`src/rtl/strc_pkg.sv`:
```
package strc_pkg;

    localparam int MAX_RUN     = 4096;
    localparam int ADDR_BITS   = 48;
    localparam int RUN_W       = $clog2(MAX_RUN + 1);
    localparam int PROD_W      = 16 + RUN_W;
    localparam int SUM_W       = ((PROD_W > 32) ? PROD_W : 32) + 1;
    localparam int QUEUE_DEPTH = 4;
    localparam int QPTR_W      = $clog2(QUEUE_DEPTH);
    localparam int QCNT_W      = $clog2(QUEUE_DEPTH + 1);

    localparam logic [47:0] ADDR_MASK =
        (ADDR_BITS >= 48) ? 48'hFFFF_FFFF_FFFF : ((48'd1 << ADDR_BITS) - 48'd1);
    localparam logic [27:0] BYTES_MAX = 28'hFFF_FFFF;

    typedef enum logic [1:0] {
        ACT_PACKET = 2'd0,
        ACT_FLUSH  = 2'd1,
        ACT_START  = 2'd2,
        ACT_DROP   = 2'd3
    } action_t;

    typedef enum logic [1:0] {
        KIND_ARRIVED = 2'd0,
        KIND_EXEC    = 2'd1,
        KIND_CORRUPT = 2'd2,
        KIND_CMD     = 2'd3
    } kind_t;

    typedef enum logic [1:0] {
        REG_ROW_BYTES   = 2'd0,
        REG_FRAME_BYTES = 2'd1,
        REG_DIRECTION   = 2'd2
    } reg_idx_t;

    typedef struct packed {
        logic [31:0] dst_offset;
        logic [47:0] src_addr;
        logic [15:0] row_width;
        logic [12:0] row_count;
        logic [47:0] row_pitch;
        logic [27:0] advance_bytes;
        logic [1:0]  direction;
    } cmd_t;

    typedef struct packed {
        logic  has_cmd;
        kind_t follow_kind;
        cmd_t  cmd;
    } entry_t;

    typedef struct packed {
        logic [15:0] row_bytes;
        logic [15:0] row_bytes_next;
        logic [31:0] frame_bytes;
        logic [1:0]  copy_direction;
    } cfg_t;

    typedef struct packed {
        logic full;
        logic empty;
    } qstat_t;

endpackage

```
`src/rtl/strc_front.sv`:
```
module strc_front
    import strc_pkg::*;
(
    input  logic        clk,
    input  logic        rst_n,
    input  cfg_t        cfg,
    input  logic        in_accept,
    input  logic [1:0]  action,
    input  logic [47:0] payload_addr,
    input  logic [15:0] payload_bytes,
    output logic        push,
    output entry_t      push_entry
);

    logic [47:0]       first_addr_reg, first_addr_next;
    logic [47:0]       last_addr_reg, last_addr_next;
    logic [RUN_W-1:0]  count_reg, count_next;
    logic [27:0]       bytes_reg, bytes_next;
    logic              locked_reg, locked_next;
    logic [47:0]       stride_reg, stride_next;
    logic [31:0]       pos_reg, pos_next;
    logic              present_reg, present_next;
    logic [PROD_W-1:0] prod_reg;

    logic [47:0]       addr_m;
    logic [47:0]       diff;
    logic              multi;
    logic              fail_m, fail_s, copy_ok;
    logic [SUM_W-1:0]  multi_end, single_end, limit;
    logic [27:0]       adv_amt;
    logic [32:0]       adv_sum;
    logic [31:0]       pos_adv;
    logic [28:0]       bytes_sum;
    logic [27:0]       bytes_sat;
    logic              bad, keep;
    cmd_t              cmd;

    assign addr_m     = payload_addr & ADDR_MASK;
    assign diff       = (addr_m - last_addr_reg) & ADDR_MASK;
    assign multi      = (count_reg > RUN_W'(1));
    assign multi_end  = SUM_W'(pos_reg) + SUM_W'(prod_reg);
    assign single_end = SUM_W'(pos_reg) + SUM_W'(cfg.row_bytes);
    assign limit      = SUM_W'(cfg.frame_bytes);
    assign fail_m     = !present_reg || (cfg.row_bytes == 16'd0) || (multi_end > limit);
    assign fail_s     = !present_reg || (cfg.row_bytes == 16'd0) || (single_end > limit);
    assign copy_ok    = multi ? !fail_m : !fail_s;
    assign adv_amt    = multi ? bytes_reg : 28'(cfg.row_bytes);
    assign adv_sum    = 33'(pos_reg) + 33'(adv_amt);
    assign pos_adv    = adv_sum[32] ? 32'hFFFF_FFFF : adv_sum[31:0];
    assign bytes_sum  = 29'(bytes_reg) + 29'(payload_bytes);
    assign bytes_sat  = bytes_sum[28] ? BYTES_MAX : bytes_sum[27:0];
    assign bad        = (addr_m == 48'd0) || (payload_bytes == 16'd0);
    assign keep       = (count_reg < RUN_W'(MAX_RUN)) && (!locked_reg || (diff == stride_reg));

    always_comb
    begin
        cmd.dst_offset    = pos_reg;
        cmd.src_addr      = first_addr_reg;
        cmd.row_width     = cfg.row_bytes;
        cmd.row_count     = multi ? 13'(count_reg) : 13'd1;
        cmd.row_pitch     = multi ? stride_reg : 48'd0;
        cmd.advance_bytes = adv_amt;
        cmd.direction     = cfg.copy_direction;
    end

    always_comb
    begin
        first_addr_next        = first_addr_reg;
        last_addr_next         = last_addr_reg;
        count_next             = count_reg;
        bytes_next             = bytes_reg;
        locked_next            = locked_reg;
        stride_next            = stride_reg;
        pos_next               = pos_reg;
        present_next           = present_reg;
        push                   = 1'b0;
        push_entry.has_cmd     = 1'b0;
        push_entry.follow_kind = KIND_CORRUPT;
        push_entry.cmd         = cmd;
        if (in_accept)
        begin
            case (action_t'(action))
                ACT_START:
                begin
                    present_next = 1'b1;
                    pos_next     = 32'd0;
                end
                ACT_DROP:
                begin
                    first_addr_next = 48'd0;
                    last_addr_next  = 48'd0;
                    count_next      = '0;
                    bytes_next      = 28'd0;
                    locked_next     = 1'b0;
                    stride_next     = 48'd0;
                end
                ACT_FLUSH:
                begin
                    push = 1'b1;
                    if (count_reg == '0)
                    begin
                        push_entry.follow_kind = KIND_EXEC;
                    end
                    else if (copy_ok || multi)
                    begin
                        push_entry.has_cmd     = copy_ok;
                        push_entry.follow_kind = copy_ok ? KIND_EXEC : KIND_CORRUPT;
                        if (copy_ok)
                        begin
                            pos_next = pos_adv;
                        end
                        first_addr_next = 48'd0;
                        last_addr_next  = 48'd0;
                        count_next      = '0;
                        bytes_next      = 28'd0;
                        locked_next     = 1'b0;
                        stride_next     = 48'd0;
                    end
                end
                ACT_PACKET:
                begin
                    push = 1'b1;
                    if (bad)
                    begin
                        push_entry.follow_kind = KIND_CORRUPT;
                    end
                    else if (count_reg == '0)
                    begin
                        push_entry.follow_kind = KIND_ARRIVED;
                        first_addr_next = addr_m;
                        last_addr_next  = addr_m;
                        count_next      = RUN_W'(1);
                        bytes_next      = 28'(payload_bytes);
                        locked_next     = 1'b0;
                        stride_next     = 48'd0;
                    end
                    else if (keep)
                    begin
                        push_entry.follow_kind = KIND_ARRIVED;
                        if (!locked_reg)
                        begin
                            stride_next = diff;
                            locked_next = 1'b1;
                        end
                        last_addr_next = addr_m;
                        count_next     = count_reg + RUN_W'(1);
                        bytes_next     = bytes_sat;
                    end
                    else if (copy_ok)
                    begin
                        push_entry.has_cmd     = 1'b1;
                        push_entry.follow_kind = KIND_ARRIVED;
                        pos_next        = pos_adv;
                        first_addr_next = addr_m;
                        last_addr_next  = addr_m;
                        count_next      = RUN_W'(1);
                        bytes_next      = 28'(payload_bytes);
                        locked_next     = 1'b0;
                        stride_next     = 48'd0;
                    end
                    else if (multi)
                    begin
                        push_entry.follow_kind = KIND_CORRUPT;
                        first_addr_next = 48'd0;
                        last_addr_next  = 48'd0;
                        count_next      = '0;
                        bytes_next      = 28'd0;
                        locked_next     = 1'b0;
                        stride_next     = 48'd0;
                    end
                end
                default:
                begin
                    push = 1'b0;
                end
            endcase
        end
    end

    always_ff @(posedge clk or negedge rst_n)
    begin
        if (!rst_n)
        begin
            first_addr_reg <= 48'd0;
            last_addr_reg  <= 48'd0;
            count_reg      <= '0;
            bytes_reg      <= 28'd0;
            locked_reg     <= 1'b0;
            stride_reg     <= 48'd0;
            pos_reg        <= 32'd0;
            present_reg    <= 1'b0;
            prod_reg       <= '0;
        end
        else
        begin
            first_addr_reg <= first_addr_next;
            last_addr_reg  <= last_addr_next;
            count_reg      <= count_next;
            bytes_reg      <= bytes_next;
            locked_reg     <= locked_next;
            stride_reg     <= stride_next;
            pos_reg        <= pos_next;
            present_reg    <= present_next;
            prod_reg       <= PROD_W'(cfg.row_bytes_next) * PROD_W'(count_next);
        end
    end

endmodule

```
`src/rtl/strc_queue.sv`:
```
module strc_queue
    import strc_pkg::*;
(
    input  logic   clk,
    input  logic   rst_n,
    input  logic   push,
    input  entry_t push_entry,
    input  logic   pop,
    output qstat_t stat,
    output entry_t head
);

    entry_t            mem_reg [QUEUE_DEPTH];
    logic [QPTR_W-1:0] wr_ptr_reg, wr_ptr_next;
    logic [QPTR_W-1:0] rd_ptr_reg, rd_ptr_next;
    logic [QCNT_W-1:0] count_reg, count_next;
    logic              do_push, do_pop;

    assign stat.full  = (count_reg == QCNT_W'(QUEUE_DEPTH));
    assign stat.empty = (count_reg == '0);
    assign do_push    = push && !stat.full;
    assign do_pop     = pop && !stat.empty;
    assign head       = mem_reg[rd_ptr_reg];

    always_comb
    begin
        wr_ptr_next = do_push ? wr_ptr_reg + QPTR_W'(1) : wr_ptr_reg;
        rd_ptr_next = do_pop ? rd_ptr_reg + QPTR_W'(1) : rd_ptr_reg;
        count_next  = count_reg;
        if (do_push && !do_pop)
        begin
            count_next = count_reg + QCNT_W'(1);
        end
        else if (do_pop && !do_push)
        begin
            count_next = count_reg - QCNT_W'(1);
        end
    end

    always_ff @(posedge clk)
    begin
        if (do_push)
        begin
            mem_reg[wr_ptr_reg] <= push_entry;
        end
    end

    always_ff @(posedge clk or negedge rst_n)
    begin
        if (!rst_n)
        begin
            wr_ptr_reg <= '0;
            rd_ptr_reg <= '0;
            count_reg  <= '0;
        end
        else
        begin
            wr_ptr_reg <= wr_ptr_next;
            rd_ptr_reg <= rd_ptr_next;
            count_reg  <= count_next;
        end
    end

endmodule

```
`src/rtl/strc_back.sv`:
```
module strc_back
    import strc_pkg::*;
(
    input  logic         clk,
    input  logic         rst_n,
    input  qstat_t       stat,
    input  entry_t       head,
    output logic         pop,
    output logic         m_tvalid,
    input  logic         m_tready,
    output logic [191:0] m_tdata,
    output logic [1:0]   m_tuser,
    output logic         m_tlast
);

    logic phase_reg, phase_next;
    logic show_cmd;
    logic xfer;

    assign show_cmd = head.has_cmd && !phase_reg;
    assign m_tvalid = !stat.empty;
    assign m_tlast  = !show_cmd;
    assign m_tuser  = show_cmd ? KIND_CMD : head.follow_kind;
    assign xfer     = m_tvalid && m_tready;
    assign pop      = xfer && m_tlast;

    always_comb
    begin
        m_tdata = 192'd0;
        if (show_cmd)
        begin
            m_tdata[31:0]    = head.cmd.dst_offset;
            m_tdata[79:32]   = head.cmd.src_addr;
            m_tdata[95:80]   = head.cmd.row_width;
            m_tdata[108:96]  = head.cmd.row_count;
            m_tdata[156:109] = head.cmd.row_pitch;
            m_tdata[184:157] = head.cmd.advance_bytes;
            m_tdata[186:185] = head.cmd.direction;
        end
    end

    always_comb
    begin
        phase_next = phase_reg;
        if (xfer)
        begin
            phase_next = show_cmd;
        end
    end

    always_ff @(posedge clk or negedge rst_n)
    begin
        if (!rst_n)
        begin
            phase_reg <= 1'b0;
        end
        else
        begin
            phase_reg <= phase_next;
        end
    end

endmodule

```
`src/rtl/strided_run_coalescer.sv`:
```
// A result is written into the queue when its input transaction is accepted, and is offered from there.
// Throughput: one input transaction per cycle while the queue has room, each updating run state.
// Output: one result per cycle while m_tready is high; copy commands precede their status.
// A four-entry queue decouples input and output; input stalls only when it is full.
// Reset: rst_n asynchronous active low; clears run and frame state and the queue,
// and returns the configuration registers to their defaults.
module strided_run_coalescer
    import strc_pkg::*;
(
    input  logic         clk,
    input  logic         rst_n,
    input  logic         psel,
    input  logic         penable,
    input  logic         pwrite,
    input  logic [3:0]   paddr,
    input  logic [31:0]  pwdata,
    output logic [31:0]  prdata,
    output logic         pready,
    input  logic         s_tvalid,
    output logic         s_tready,
    input  logic [63:0]  s_tdata,  // payload_addr[47:0], payload_bytes[63:48]
    input  logic [1:0]   s_tuser,  // action[1:0]
    output logic         m_tvalid,
    input  logic         m_tready,
    // dst_offset[31:0], src_addr[79:32], row_width[95:80], row_count[108:96],
    // row_pitch[156:109], advance_bytes[184:157], direction[186:185], zero[191:187]
    output logic [191:0] m_tdata,
    output logic [1:0]   m_tuser,  // result_kind[1:0]
    output logic         m_tlast
);

    logic [15:0] row_bytes_reg, row_bytes_next;
    logic [31:0] frame_bytes_reg, frame_bytes_next;
    logic [1:0]  direction_reg, direction_next;
    logic        wr_en;
    reg_idx_t    reg_idx;
    cfg_t        cfg;
    logic        push, pop;
    entry_t      push_entry, head;
    qstat_t      stat;

    assign pready  = 1'b1;
    assign wr_en   = psel && penable && pwrite;
    assign reg_idx = reg_idx_t'(paddr[3:2]);

    always_comb
    begin
        row_bytes_next   = row_bytes_reg;
        frame_bytes_next = frame_bytes_reg;
        direction_next   = direction_reg;
        if (wr_en)
        begin
            case (reg_idx)
                REG_ROW_BYTES:   row_bytes_next   = pwdata[15:0];
                REG_FRAME_BYTES: frame_bytes_next = pwdata;
                REG_DIRECTION:   direction_next   = pwdata[1:0];
                default:         direction_next   = direction_reg;
            endcase
        end
    end

    always_comb
    begin
        case (reg_idx)
            REG_ROW_BYTES:   prdata = 32'(row_bytes_reg);
            REG_FRAME_BYTES: prdata = frame_bytes_reg;
            REG_DIRECTION:   prdata = 32'(direction_reg);
            default:         prdata = 32'd0;
        endcase
    end

    always_ff @(posedge clk or negedge rst_n)
    begin
        if (!rst_n)
        begin
            row_bytes_reg   <= 16'd1;
            frame_bytes_reg <= 32'd0;
            direction_reg   <= 2'd0;
        end
        else
        begin
            row_bytes_reg   <= row_bytes_next;
            frame_bytes_reg <= frame_bytes_next;
            direction_reg   <= direction_next;
        end
    end

    assign cfg.row_bytes      = row_bytes_reg;
    assign cfg.row_bytes_next = row_bytes_next;
    assign cfg.frame_bytes    = frame_bytes_reg;
    assign cfg.copy_direction = direction_reg;

    assign s_tready = !stat.full;

    strc_front u_front (
        .clk           (clk),
        .rst_n         (rst_n),
        .cfg           (cfg),
        .in_accept     (s_tvalid && s_tready),
        .action        (s_tuser),
        .payload_addr  (s_tdata[47:0]),
        .payload_bytes (s_tdata[63:48]),
        .push          (push),
        .push_entry    (push_entry)
    );

    strc_queue u_queue (
        .clk        (clk),
        .rst_n      (rst_n),
        .push       (push),
        .push_entry (push_entry),
        .pop        (pop),
        .stat       (stat),
        .head       (head)
    );

    strc_back u_back (
        .clk      (clk),
        .rst_n    (rst_n),
        .stat     (stat),
        .head     (head),
        .pop      (pop),
        .m_tvalid (m_tvalid),
        .m_tready (m_tready),
        .m_tdata  (m_tdata),
        .m_tuser  (m_tuser),
        .m_tlast  (m_tlast)
    );

endmodule

```
`config.mk`:
```
export PLATFORM = sky130hd
export DESIGN_NAME = strided_run_coalescer
export DESIGN_NICKNAME = d
export VERILOG_FILES = /design/src/rtl/strc_pkg.sv /design/src/rtl/strc_front.sv /design/src/rtl/strc_queue.sv /design/src/rtl/strc_back.sv /design/src/rtl/strided_run_coalescer.sv
export SDC_FILE = /design/constraint.sdc
export NUM_CORES = 2
export LEC_CHECK = 0
export BUFFER_PORTS_ARGS = -buffer_cell sky130_fd_sc_hd__buf_2
export CAP_MARGIN = 25
export CORE_UTILIZATION = 50
export CTS_BUF_LIST = sky130_fd_sc_hd__clkbuf_8
export CTS_CLUSTER_SIZE = 24
export DETAILED_ROUTE_END_ITERATION = 10
export PLACE_DENSITY = 0.64
export REMOVE_ABC_BUFFERS = 1
export SLEW_MARGIN = 20
export SYNTH_ARGS = -nofsm -noshare
export SYNTH_HDL_FRONTEND = slang
export SYNTH_HIERARCHICAL = 1
export SYNTH_SLANG_ARGS = --single-unit
export TNS_END_PERCENT = 10
```
`constraint.sdc`:
```
create_clock -name clk -period 18.8 [get_ports clk]
set_clock_uncertainty 0.15 [all_clocks]
set_input_delay 1.88 -clock clk [delete_from_list [all_inputs] [get_ports clk]]
set_output_delay 1.88 -clock clk [all_outputs]
set_load 0.01 [all_outputs]
```
Word level (Yosys, flattened, before mapping) --
Memories as Yosys holds them, arrays and structs flattened. Index checks and enable logic that the tools add are counted.
Storage, ports and cells: flip-flop bits (word level) 306, logic and storage cells 174, input port bits 109, output and inout bits 230, bits in writable memories 760, memories 1
Operators by class: $mul 1, $lt $le $gt $ge 4, $add $sub $neg 10, equal/unequal tests 16, mux-type cells 81, reduce and logical (&&, ||, !) cells 45
Memories:
- u_queue.mem_reg | depth 4, bits a word 190, read ports 1, clocked after Yosys merged registers in 0, write ports 1, RTL line strc_queue.sv:13 | entry_t mem_reg [QUEUE_DEPTH];
Operator list (number):
- 48-bit 2-to-1 mux | 16
- 48-bit case mux with 3 select lines | 3
- 28-bit 2-to-1 mux | 9
- 32-bit 2-to-1 mux | 7
- 32-bit case mux with 3 select lines | 2
- 187-bit 2-to-1 mux | 1
- 13-bit 2-to-1 mux | 9
- 28-bit case mux with 3 select lines | 1
- 33-bit by 32-bit greater-than comparator with 1-bit output | 2
- 48-bit equality test | 1
- 48-bit logical NOT | 1
- 48-bit subtractor | 1
- 13-bit case mux with 3 select lines | 1
- 32-bit by 16-bit adder with 33-bit output | 1
- 32-bit by 28-bit adder with 33-bit output | 1
- 32-bit by 29-bit adder with 33-bit output | 1
- 16-bit logical NOT | 2
- 16-bit 2-to-1 mux | 2
- 28-bit by 16-bit adder with 29-bit output | 1
- 16-bit by 13-bit multiplier with 29-bit output | 1
- 7-bit AND reduction | 3
- 1-bit 2-to-1 mux | 17
- 2-bit 2-to-1 mux | 7
- 13-bit by 1-bit adder with 13-bit output, second input constant | 1
- 28 further kinds | 66

Longest topological paths before layout --
word-level depth 12, depth in mapped cells 54, gate-level depth less buffers 51

Hierarchy --
The synthesis kept the hierarchy.
Modules (own cells, without submodules):
- strc_front | times used 1, seq. area each 6206.0 µm², cells an instance 3283, area an instance 28050.7 µm²
- strc_queue | times used 1, seq. area each 22997.1 µm², cells an instance 1029, area an instance 28033.1 µm²
- strided_run_coalescer | times used 1, seq. area each 1252.5 µm², cells an instance 169, area an instance 2287.2 µm²
- strc_back | times used 1, seq. area each 25.0 µm², cells an instance 223, area an instance 1472.7 µm²

Least setup slack after synthesis --
No wires, ideal clock.
path type register to register, start register u_front.pos_reg[1], end register u_front.prod_reg[27], clock period less this slack 11.568 ns, data arrival time 11.339 ns, setup slack 7.232 ns, cell stages (with the launch flop) 50, setup time 0.080 ns, data required time 18.570 ns, path buffers 1, cells stage by stage dfrtp_1 ha_1 a21o_1 a21oi_1 o21bai_1 a21oi_1 o21bai_1 a21oi_1 nor2b_1 o21a_1 o41ai_1 o21ai_0 o41a_1 nand3_1 xnor2_1 ha_1 nand3_1 nor4_1 [14 not listed] fa_1 inv_1 fa_1 fa_1 inv_1 fa_1 inv_1 ha_1 and2_1 a22o_1 a311oi_1 o31ai_1 o41ai_1 o211ai_1 o41ai_1 o21bai_1 a21oi_1 xnor2_1
Between the ends: cells in the longest elaborated chain, start to end 12, elaborated cells on any way between the ends 19, classes of those cells add/sub (2); mul (1); order compare (2); mux (9); reduce/logical (5)
RTL lines:
- start, declared | RTL line strc_front.sv:21 | logic [31:0] pos_reg, pos_next;
- start signal, assigned | RTL line strc_front.sv:202 | pos_reg <= pos_next;
- 32-bit by 16-bit adder with 33-bit output / 32-bit by 29-bit adder with 33-bit output (equally long branches) | RTL line strc_front.sv:42, strc_front.sv:41
- 33-bit by 32-bit greater-than comparator with 1-bit output, on equally long branches | RTL line strc_front.sv:45, strc_front.sv:44
- 1-bit logical OR, on equally long branches | RTL line strc_front.sv:45, strc_front.sv:44
- 1-bit logical NOT | RTL line strc_front.sv:46 | assign copy_ok = multi ? !fail_m : !fail_s;
- 1-bit 2-to-1 mux (*) | RTL line strc_front.sv:46
- 13-bit 2-to-1 mux | RTL line strc_front.sv:149 | else if (copy_ok)
- 13-bit 2-to-1 mux | RTL line strc_front.sv:137 | else if (keep)
- 13-bit 2-to-1 mux | RTL line strc_front.sv:127 | else if (count_reg == '0)
- 13-bit 2-to-1 mux | RTL line strc_front.sv:123 | if (bad)
- 13-bit case mux with 3 select lines (*) | RTL line strc_front.sv:82 | case (action_t'(action))
- 13-bit 2-to-1 mux (*) | RTL line strc_front.sv:80 | if (in_accept)
- 16-bit by 13-bit multiplier with 29-bit output (*) | RTL line strc_front.sv:204 | prod_reg <= PROD_W'(cfg.row_bytes_next) * PROD_W'(count_next);
- end signal, assigned | RTL line strc_front.sv:204
- end, declared | RTL line strc_front.sv:23 | logic [PROD_W-1:0] prod_reg;
Mark *: on every way between the ends. The rest lies on a longest branch, timed or not. A chain may end at the register's enable or synchronous reset.

Final worst setup path --
start register row_bytes_reg[1], end register u_front.prod_reg[28]
Between the ends: cells in the longest elaborated chain, start to end 12, elaborated cells on any way between the ends 21, classes of those cells add/sub (1); mul (1); order compare (1); mux (11); reduce/logical (7)
RTL lines:
- start, declared | RTL line strided_run_coalescer.sv:32 | logic [15:0] row_bytes_reg, row_bytes_next;
- start signal, assigned | RTL line strided_run_coalescer.sv:82 | row_bytes_reg <= row_bytes_next;
- 32-bit by 16-bit adder with 33-bit output / 16-bit logical NOT (equally long branches) | RTL line strc_front.sv:42, strc_front.sv:44, strc_front.sv:45
- 33-bit by 32-bit greater-than comparator with 1-bit output / 1-bit logical OR (equally long branches) | RTL line strc_front.sv:45, strc_front.sv:44
- 1-bit logical OR, on equally long branches | RTL line strc_front.sv:45, strc_front.sv:44
- 1-bit logical NOT | RTL line strc_front.sv:46
- 1-bit 2-to-1 mux | RTL line strc_front.sv:46
- 13-bit 2-to-1 mux | RTL line strc_front.sv:149
- 13-bit 2-to-1 mux | RTL line strc_front.sv:137
- 13-bit 2-to-1 mux | RTL line strc_front.sv:127
- 13-bit 2-to-1 mux | RTL line strc_front.sv:123
- 13-bit case mux with 3 select lines | RTL line strc_front.sv:82
- 13-bit 2-to-1 mux | RTL line strc_front.sv:80
- 16-bit by 13-bit multiplier with 29-bit output (*) | RTL line strc_front.sv:204
Marks and branches as above.

==> results.md <==
- Result of the run: completed
- Largest net degree at the start of global routing: 108
- Root Driver: sky130_fd_sc_hd__clkbuf_8
- Hold Path Class: flop to flop
- Path type of the worst setup path: flop to flop
- Max_slew headroom: 0.2693
- Upper clock frequency limit: 73.96 MHz
- Data required time of the worst path: 19.42 ns
- Logic pwr share: 0.396
- Pwr Density: 130.1 mW/mm²
- Mapped Area: ~0.060 mm²
- Highest-delay cell along the critical path: sky130_fd_sc_hd__a22o_1
- Die span in y: about 350 µm
- Total negative setup slack: 0 ns
- Antenna violations before repair: 6
- Pre-antenna DRT Iters: 6
- DRT antenna net count: 0
- First-pass GRT wire length: approximately 240000 µm
- Largest stage delay on the critical path: 0.71 ns
- Cell types occupying the most area after synthesis: sky130_fd_sc_hd__edfxtp_1 (38%), sky130_fd_sc_hd__dfrtp_1 (13%), sky130_fd_sc_hd__mux4_2 (7.2%), sky130_fd_sc_hd__ha_1 (5.9%), sky130_fd_sc_hd__fa_1 (5.4%)
- First DRT Iteration DRCs: 3309
- Design internal power: 0.005354 W
- Number of levels the H-tree was split into: 4
- Most prevalent standard cell on the critical path: sky130_fd_sc_hd__a21oi_1
- Total number of vias: approximately 40000
- TritonCTS clock tree: built
- Clock-pin transition on the worst setup and hold timing paths: 0.06 ns
- Number of flops mapped to enable cells by yosys: 760
- Total cell area at the placement stage: 0.06250 mm²
- RSZ-0062 raised after global routing: false
- Drt via density: between 5 and 6
- Sequential fraction of design power: 0.382
- Flops & latches, synth: about 1100
- Number of buffers created by CTS: about 180
- Input/output buffers: 330
- Top cell type by total area after synthesis: sky130_fd_sc_hd__edfxtp_1
- Post-synthesis cell type count: between 90 and 100
- GRT Util Overall: 0.2637
- Synth warn: 6
- Nets: 5573
- Setup crit end kind: flop
- Floorplan Core Area: between 0.1 and 0.15 mm²
- Post-synth ARST share: 0.2871
- Total detailed-routing wirelength: around 160000 µm
- Endpoints failing setup: 0
- Maximum Capacitance Violations: 0
- Leakage Power: ~28 nW
- Row count: 126
- Vias in the first global route: 39190
- Detailed Place HPWL: 111600 µm
- Final weighted congestion in routability-driven placement: 0.9372
- Die width: 348.0 µm
- Synth-to-layout area growth: 10.09%
- Fraction of synthesized cell area taken by the top area cell type: 0.3814
- Critical Path Source Type: flop
- Fraction of power consumed by the clock network: 0.222
- Transition at the pin with the smallest max-transition slack: between 1 and 1.5 ns
- DRC violations left: 0
- CP Max Fanout: 17
- Hold Violations, Final: 0
- Final critical delay including setup and external delays: 13.52 ns
- Final critical-path share of the clock period: 0.7192
- Share of cells above drive strength 1: 0.1794
- Avg WL per Cell: 23.47 µm
- Depth of the worst register-to-register path: 48
- Worst hold path cell count: 1
- Total die area: between 0.1 and 0.15 mm²
- CP arrival: 14.15 ns
- Max FFs per register: 760
- Insertion delay of the later-clocked pin in the worst-skew pair: 0.87 ns
- Part of the Yosys area used for sequential elements: 0.5093
- Maximum clock insertion buffer count: 3
- Initial Utilization: 0.5055
- Overall overflow remaining after global route: 0
- Post-cts sizing count: 0
- Post-synthesis area per instance: 12.72 µm²
- Number of setup buffers added after CTS: 0
- Highest ir drop seen on vdd: 0.0001017 V
- Synthesized instance count: 4704
- Cell area after layout: 0.06588 mm²
- Count of hold-fix buffers inserted at cts: 0
- Net load switching power: 0.003219 W
- Number of max-slew violations in the final report: 0
- Primary FF master, synth: sky130_fd_sc_hd__edfxtp_1
- Number of top-level pins: 339
- Sw Share: 0.3755
- CTS Sinks: 1066
==> through the flow <==
step / hold WS (ns) / total power (W) / setup WS (ns) / util / cells
after global placement: 0.3112 / 0.006640 / 5.486 / 0.5277 / 6440
after detailed placement: 0.3197 / 0.006693 / 5.390 / 0.5279 / 6441
after floorplan: 0.2771 / 0.005737 / 5.260 / - / 4454
after global routing: 0.3489 / 0.009078 / 4.500 / 0.5564 / 6770
after CTS: 0.3276 / 0.008620 / 5.433 / 0.5558 / 6765
final: 0.3301 / 0.008573 / 5.279 / 0.5565 / 6774
==> cell usage in the layout (no fill, tap or decap), types with 72 or more instances in the layout <==
| cell | n |
|---|---|
| sky130_fd_sc_hd__mux4_2 | 190 |
| sky130_fd_sc_hd__xnor2_1 | 135 |
| sky130_fd_sc_hd__edfxtp_1 | 760 |
| sky130_fd_sc_hd__and2_1 | 347 |
| sky130_fd_sc_hd__a21oi_1 | 193 |
| sky130_fd_sc_hd__a22o_1 | 143 |
| sky130_fd_sc_hd__ha_1 | 282 |
| sky130_fd_sc_hd__o21ai_0 | 110 |
| sky130_fd_sc_hd__clkbuf_8 | 188 |
| sky130_fd_sc_hd__nor2_1 | 212 |
| sky130_fd_sc_hd__buf_2 | 329 |
| sky130_fd_sc_hd__fa_1 | 160 |
| sky130_fd_sc_hd__inv_1 | 407 |
| sky130_fd_sc_hd__a21o_1 | 72 |
| sky130_fd_sc_hd__dfrtp_1 | 303 |
| sky130_fd_sc_hd__nand2_1 | 313 |
==> power by group through the flow <==
stage / Clock [W] / Combinational, W / Sequential, W
final: 0.00190 / 0.00339 / 0.00328
after global placement: 0 / 0.00334 / 0.00330
after CTS: 0.00195 / 0.00339 / 0.00327
after floorplan: 0 / 0.00240 / 0.00334
after detailed placement: 0 / 0.00337 / 0.00332
after global routing: 0.00206 / 0.00371 / 0.00332
==> final timing paths <==
check | from | endpoint | slack (ns)
max | row_bytes_reg[1] | u_front/prod_reg[28] | 5.28
min | u_queue/count_reg[2] | u_queue/count_reg[2] | 0.33
max reg2reg | row_bytes_reg[1] | u_front/prod_reg[28] | 5.28
min reg2reg | u_queue/count_reg[2] | u_queue/count_reg[2] | 0.33
max in group asynchronous | rst_n | u_front/prod_reg[1] | 15.50
min in group asynchronous | rst_n | u_front/bytes_reg[5] | 0.86
==> synth_stat cells, types with 26 or more instances <==
cell	number
sky130_fd_sc_hd__and3_1	35
sky130_fd_sc_hd__a31oi_1	27
sky130_fd_sc_hd__nor4_1	37
sky130_fd_sc_hd__nand2_1	314
sky130_fd_sc_hd__xnor2_1	135
sky130_fd_sc_hd__buf_4	26
sky130_fd_sc_hd__o21a_1	41
sky130_fd_sc_hd__nor2b_1	55
sky130_fd_sc_hd__nand2b_1	31
sky130_fd_sc_hd__edfxtp_1	760
sky130_fd_sc_hd__fa_1	160
sky130_fd_sc_hd__inv_1	337
sky130_fd_sc_hd__a22o_1	143
sky130_fd_sc_hd__dfrtp_1	305
sky130_fd_sc_hd__clkbuf_1	134
sky130_fd_sc_hd__buf_2	49
sky130_fd_sc_hd__nand3_1	57
sky130_fd_sc_hd__o21ai_0	111
sky130_fd_sc_hd__mux4_2	190
sky130_fd_sc_hd__ha_1	282
sky130_fd_sc_hd__xor2_1	35
sky130_fd_sc_hd__a21oi_1	193
sky130_fd_sc_hd__nor2_1	214
sky130_fd_sc_hd__nand4_1	53
sky130_fd_sc_hd__a21o_1	72
sky130_fd_sc_hd__and2_1	351
sky130_fd_sc_hd__nor3_1	55
sky130_fd_sc_hd__mux2_2	53
==> cells by family (layout without fill, tap and decap cells) <==
kind of cell / after synthesis / after routing / synth area share
AO/OA/AOI/OAI: 851 / 851 / 0.1013
XOR/XNOR: 184 / 184 / 0.03017
adder cells (fa/ha/maj): 442 / 442 / 0.1125
buffers and inverters: 592 / 1052 / 0.04752
flip-flops: 1066 / 1066 / 0.5093
multiplexers: 264 / 264 / 0.08501
other: 2 / 12 / 0.0001255
AND/OR/NAND/NOR: 1303 / 1303 / 0.1140
==> worst max-delay path: cells and delay by family (launching register included) <==
family                     cells  cell delay, ns
buffers and inverters          1            0.04
DFF                            1            0.55
and+or+nand+nor                9            1.87
xor gates and xnor gates       2            0.22
adders and majority gates      8            3.17
AOI/OAI and AO/OA             28            7.42
==> final cells by class <==
type | instances | area [µm²]
Antenna cell | 6 | 15.01
Clock buffer | 188 | 2587
Clock inverter | 136 | 714.4
Fill cell | 9948 | 52510
Inverter | 338 | 1269
Multi-Input combinational cell | 3050 | 26620
Sequential cell | 1066 | 30490
Tap cell | 1600 | 2002
Timing Repair Buffer | 390 | 2190
==> layer usage <==
metal,wire length (µm),share of wire,vias up,global-route usage
li1,-,-,17920,-
met1,73130,0.46,20030,0.3954
met2,71160,0.45,1397,0.3948
met3,10600,0.067,207,0.04216
met4,4084,0.026,4,0.08037
met5,22,0.00014,-,0
Note: power is estimated with default switching activity, not from simulation.
